**config.mk**
```make
export PLATFORM = sky130hd
export DESIGN_NAME = rss_ctrl
export DESIGN_NICKNAME = d
export VERILOG_FILES = /design/src/hdl/rss_pkg.sv /design/src/hdl/rss_ctrl.sv
export VERILOG_INCLUDE_DIRS = /design/src /design/src/hdl
export SDC_FILE = /design/constraint.sdc
export NUM_CORES = 1
export LEC_CHECK = 0
export BUFFER_PORTS_ARGS = -buffer_cell sky130_fd_sc_hd__buf_2
export CORE_MARGIN = 2
export CORE_UTILIZATION = 35
export CTS_CLUSTER_DIAMETER = 120
export DETAILED_ROUTE_END_ITERATION = 8
export PLACE_DENSITY_LB_ADDON = 0.08
export SETUP_SLACK_MARGIN = 0.4
export SYNTH_ARGS = -nofsm -noshare
export SYNTH_HDL_FRONTEND = slang
export SYNTH_SLANG_ARGS = --single-unit
```
**constraint.sdc**
```tcl
create_clock -name clk -period 3.1 [get_ports clk]
set_input_delay 0.31 -clock clk [delete_from_list [all_inputs] [get_ports clk]]
set_output_delay 0.31 -clock clk [all_outputs]
set_load 0.02 [all_outputs]
```
**src/hdl/running_sample_statistics_defines.svh**
```systemverilog
// Assertion macros shared by the running sample statistics modules.
`ifndef RUNNING_SAMPLE_STATISTICS_DEFINES_SVH
`define RUNNING_SAMPLE_STATISTICS_DEFINES_SVH

// Same-cycle implication, checked on every rising edge outside reset.
`define RSS_ASSERT_NOW(lbl, ante, cons) \
  lbl: assert property (@(posedge clk) disable iff (rst) (ante) |-> (cons)) \
    else $error("rss assertion failed");

// Next-cycle implication, checked on every rising edge outside reset.
`define RSS_ASSERT_NEXT(lbl, ante, cons) \
  lbl: assert property (@(posedge clk) disable iff (rst) (ante) |=> (cons)) \
    else $error("rss assertion failed");

`endif

```
**src/hdl/rss_pkg.sv**
```systemverilog
// Types, codes and helper functions of the running sample statistics block.
package rss_pkg;

  // Configuration register indexes.
  localparam logic [2:0] REG_BURN_IN      = 3'd0;
  localparam logic [2:0] REG_THIN_STEP    = 3'd1;
  localparam logic [2:0] REG_OFFSET       = 3'd2;
  localparam logic [2:0] REG_COLUMN_COUNT = 3'd3;
  localparam logic [2:0] REG_SCALE0       = 3'd4;
  localparam logic [2:0] REG_SCALE1       = 3'd5;
  localparam logic [2:0] REG_SCALE2       = 3'd6;
  localparam logic [2:0] REG_SCALE3       = 3'd7;

  // Datapath operations issued by the controller.
  typedef logic [3:0] op_t;
  localparam op_t OP_NONE       = 4'd0;
  localparam op_t OP_LOAD       = 4'd1;
  localparam op_t OP_MUL        = 4'd2;
  localparam op_t OP_SCALE      = 4'd3;
  localparam op_t OP_SQ         = 4'd4;
  localparam op_t OP_MOD_START  = 4'd5;
  localparam op_t OP_DIV_STEP   = 4'd6;
  localparam op_t OP_KEEP       = 4'd7;
  localparam op_t OP_INIT       = 4'd8;
  localparam op_t OP_MEAN_START = 4'd9;
  localparam op_t OP_MEAN_FIN   = 4'd10;
  localparam op_t OP_VAR_START  = 4'd11;
  localparam op_t OP_VAR_FIN    = 4'd12;
  localparam op_t OP_EMIT       = 4'd13;

  // Status from the datapath back to the controller.
  typedef struct packed {
    logic past_burn;
    logic div_busy;
    logic kept_now;
    logic n_one;
    logic out_free;
  } status_t;

  // One store entry per element.
  typedef struct packed {
    logic signed [31:0] mean;
    logic [63:0]        ss;
    logic signed [31:0] mn;
    logic signed [31:0] mx;
  } entry_t;

  // Column of an element for a column count of 1 to 4.
  function automatic logic [1:0] col_of(input logic [5:0] e, input logic [2:0] cc);
    logic [12:0] p;
    logic [5:0]  q;
    logic [7:0]  r;
    p = 13'(e) * 13'd43;
    q = p[12:7];
    r = 8'(e) - 8'(q) * 8'd3;
    case (cc)
      3'd2:    col_of = {1'b0, e[0]};
      3'd3:    col_of = r[1:0];
      3'd4:    col_of = e[1:0];
      default: col_of = 2'd0;
    endcase
  endfunction

endpackage

```
**src/hdl/rss_ctrl.sv**
```systemverilog
// Sequencer that steps the statistics datapath through one item.
module rss_ctrl (
  input  logic             clk,
  input  logic             rst,
  input  logic             in_valid,
  input  rss_pkg::status_t status,
  output rss_pkg::op_t     op,
  output logic             in_ready
);
  import rss_pkg::*;
  `include "running_sample_statistics_defines.svh"

  localparam logic [3:0] S_IDLE     = 4'd0;
  localparam logic [3:0] S_MUL      = 4'd1;
  localparam logic [3:0] S_SCALE    = 4'd2;
  localparam logic [3:0] S_SQ       = 4'd3;
  localparam logic [3:0] S_MODST    = 4'd4;
  localparam logic [3:0] S_MODDIV   = 4'd5;
  localparam logic [3:0] S_KEEP     = 4'd6;
  localparam logic [3:0] S_INIT     = 4'd7;
  localparam logic [3:0] S_MEANST   = 4'd8;
  localparam logic [3:0] S_MEANDIV  = 4'd9;
  localparam logic [3:0] S_MEANFIN  = 4'd10;
  localparam logic [3:0] S_VARST    = 4'd11;
  localparam logic [3:0] S_VARDIV   = 4'd12;
  localparam logic [3:0] S_VARFIN   = 4'd13;
  localparam logic [3:0] S_DONE     = 4'd14;

  logic [3:0] state, state_next;

  assign in_ready = (state == S_IDLE);

  always_comb begin
    state_next = state;
    op = OP_NONE;
    unique case (state)
      S_IDLE: begin
        if (in_valid) begin
          op = OP_LOAD;
          state_next = S_MUL;
        end
      end
      S_MUL: begin
        op = OP_MUL;
        state_next = S_SCALE;
      end
      S_SCALE: begin
        op = OP_SCALE;
        state_next = S_SQ;
      end
      S_SQ: begin
        op = OP_SQ;
        state_next = status.past_burn ? S_MODST : S_DONE;
      end
      S_MODST: begin
        op = OP_MOD_START;
        state_next = S_MODDIV;
      end
      S_MODDIV: begin
        if (status.div_busy) op = OP_DIV_STEP;
        else state_next = S_KEEP;
      end
      S_KEEP: begin
        op = OP_KEEP;
        if (!status.kept_now) state_next = S_DONE;
        else if (status.n_one) state_next = S_INIT;
        else state_next = S_MEANST;
      end
      S_INIT: begin
        op = OP_INIT;
        state_next = S_DONE;
      end
      S_MEANST: begin
        op = OP_MEAN_START;
        state_next = S_MEANDIV;
      end
      S_MEANDIV: begin
        if (status.div_busy) op = OP_DIV_STEP;
        else state_next = S_MEANFIN;
      end
      S_MEANFIN: begin
        op = OP_MEAN_FIN;
        state_next = S_VARST;
      end
      S_VARST: begin
        op = OP_VAR_START;
        state_next = S_VARDIV;
      end
      S_VARDIV: begin
        if (status.div_busy) op = OP_DIV_STEP;
        else state_next = S_VARFIN;
      end
      S_VARFIN: begin
        op = OP_VAR_FIN;
        state_next = S_DONE;
      end
      S_DONE: begin
        if (status.out_free) begin
          op = OP_EMIT;
          state_next = S_IDLE;
        end
      end
      default: state_next = S_IDLE;
    endcase
  end

  always_ff @(posedge clk) begin
    if (rst) state <= S_IDLE;
    else state <= state_next;
  end

  // Every emitted result returns the sequencer to idle.
  `RSS_ASSERT_NEXT(a_emit_to_idle, op == OP_EMIT, state == S_IDLE)
  // A divide stage only moves on once the divider has finished.
  `RSS_ASSERT_NOW(a_div_wait, (state == S_MODDIV || state == S_VARDIV) && status.div_busy,
                  op == OP_DIV_STEP)

endmodule

```
==> impl_metrics.ini <==
[clocking]
cts_setup_buffers = 0
cts_resized = 0
cts_tree = done
cts_buffer_depth = 2
insertion_delay_ns = 0.23
cts_root_buf = clkbuf_4
cts_hold_buf = 0
clkSinkCount = 4
cts_buffers = 3
path_clk_slew_ns = 0.04
htreeDepth = 1

[synth]
ys_ff_latch = 4
post_synth.cell_area_avg_sq_um = 7.60
synth.yosys.seq_area_share_pct = 13.3
yosys-top-cells-area = dfxtp_1 13%, nand2_1 6.3%, a21oi_1 5.8%
syn_area_sq_um = 601
netlist_instances = 79
yosys.area.top_type = dfxtp_1
synthDistinctLibCells = 39
yosysTopAreaCellShare_pct = 13.3
syn_nets = 87
ys_warn_count = 0

[layout]
nFillCells = 161
multi_input_area_sq_um = 457
area_growth_pct = 11.5
seqCellArea_sq_um = 80.1
drive_gt1_share_pct = 27.8
nets = 100
most-common-layout-cells = 12 x buf_2, 10 x nand2_1, 7 x a21oi_1
top_register = state
largest_reg_flops = 4
final_common_cell = buf_2
diodes = 0
final_core_util_pct = 42.9
reg_top3 = state: 4 flops

[sta]
rsz0062_at_grt = false
maxSlewViolCount = 0
finalSetupViolCount = 0
hold_viol = 0
final.period_utilization_pct = 71.0
tns_ns = 0
max_slew_margin_pct = 59.2
layout_min_cycle_time_ns = 2.20
worstMarginPinSlew_ns = 0.612
max_freq_mhz = 454
clock_skew_ns = 0.00203
setup_ws_ns = 0.899

[routing]
num_vias = 655
drc = 0
first_pass_iters = 4
finalWirelength_mm = 1.61
post_drt_via_cell_ratio = 6.18
avgRoutedWirePerCell_um = 15.1
antenna_left = 0
drtIter0Drc = 18

[global_route]
grt_pass1_vias = 583
grt_start_max_net_pins = 18
grt_pass1_wl_mm = 2.57
grt_overflow_total = 0
grt.total_usage_pct = 16.8
antenna_found_initial = 0

[power_and_ir_drop]
p_leak_nw = 0.235
max-vdd-ir-drop_v = 0.000142
power_density_nw_per_um2 = 377

[die]
rows = 14
die_x_um = 45.4
dieArea_sq_um = 2060
die_y_um = 45.4
coreArea_sq_um = 1560
initial_core_util_pct = 38.5
ios = 13

[worst_setup_path]
r2r_setup_slack_ns = 1.47
critPathMaxStageDelay_ns = 0.70
critPathLaunchType = register
cp.required_ns = 2.79
worstPathMaxFanout = 16
cp.arrival_ns = 1.89
crit_path_top_delay_cell = dfxtp_1
cp-end-kind = output pin
critPathKind = register to output pin
worstPathCellList = inv_1 > a211oi_2 > nor3b_1 > a221o_1 > buf_2

[place]
port_buffers = 12
place.gp.congestion = 0.759
pre_cts_ws_ns = 1.17
hpwl_mm = 1.13

[hold_path]
min-delay-path-class = input port to register

[run]
cap_viol_max_count = 0

[run_status]
status = finished clean
[cell families (layout without fill, tap and decap cells)]
group                  Yosys count  in the layout  share of synthesized area (%)
AO/OA/AOI/OAI                   30             30                           42.1
XOR/XNOR                         3              3                           4.38
flip-flops                       4              4                           13.3
buffers and inverters           10             21                           10.6
AND/OR/NAND/NOR                 32             32                           29.6
[where the power goes]
part / internal [mW] / switching (mW)
Sequential: 0.0560 / 0.00833
Combinational: 0.0504 / 0.0751
Clock: 0.0432 / 0.0193
[cell type report]
type | instances | share of cell area, %
clock buffer | 3 | 3.36
inverter | 4 | 2.24
timing repair buffer | 14 | 11.2
multi-input combinational | 65 | 68.2
sequential | 4 | 12.0
tap | 16 | 2.99
[metal layers]
layer	global-route usage, %	up-vias	part of all wire (%)
met3	2.38	0	5.8
met2	25.4	26	47
met1	25.1	306	47
li1	-	323	-
met5	0	-	0
met4	3.53	0	0
[per-stage QoR]
step	hold slack (ns)	power, mW	instance area, sq um	std cells
after global placement	0.618	0.191	647	103
after CTS	0.395	0.254	669	106
final	0.396	0.252	669	106
after floorplan	0.425	0.160	601	79
after global routing	0.403	0.271	669	106
after detailed placement	0.637	0.189	647	103
[path summary, 6_finish.rpt]
path / startpoint / to / cells after the start
worst max-delay path: state[3] / op[1] / 5
worst min-delay path: rst / state[3] / 2
worst max register to register: state[2] / state[0] / 4
worst min register to register: state[1] / state[1] / 3
[cells in the mapped netlist]
cell        n
a21o_1      2
o2bb2ai_2   1
o22ai_1     2
nand4b_2    1
nand3b_1    2
a22oi_1     1
nand2b_1    5
dfxtp_1     4
o32ai_1     2
a221o_1     1
o22ai_2     1
o311ai_1    1
a211oi_1    1
o21ai_0     2
nor4_1      1
a21oi_2     1
a311o_1     1
and2b_1     1
nand2_1    10
a21oi_1     7
a2111oi_4   1
buf_2       3
nor2_1      5
nand4_1     1
o211ai_1    1
and3_1      1
nand3_1     1
a211oi_2    1
xnor2_1     2
buf_6       3
nor3_1      1
o31ai_2     1
xor2_1      1
inv_1       4
nor2b_1     1
nor3b_1     1
and2b_4     1
o21ai_1     1
o221ai_1    2
[critical path: cells and delay by family (launching register included)]
kind | cells | cell delay, ns
DFF | 1 | 0.70
AOI/OAI and AO/OA | 2 | 0.46
buffers and inverters | 2 | 0.43
and+or+nand+nor | 1 | 0.07
(Power assumes the default switching activity.)
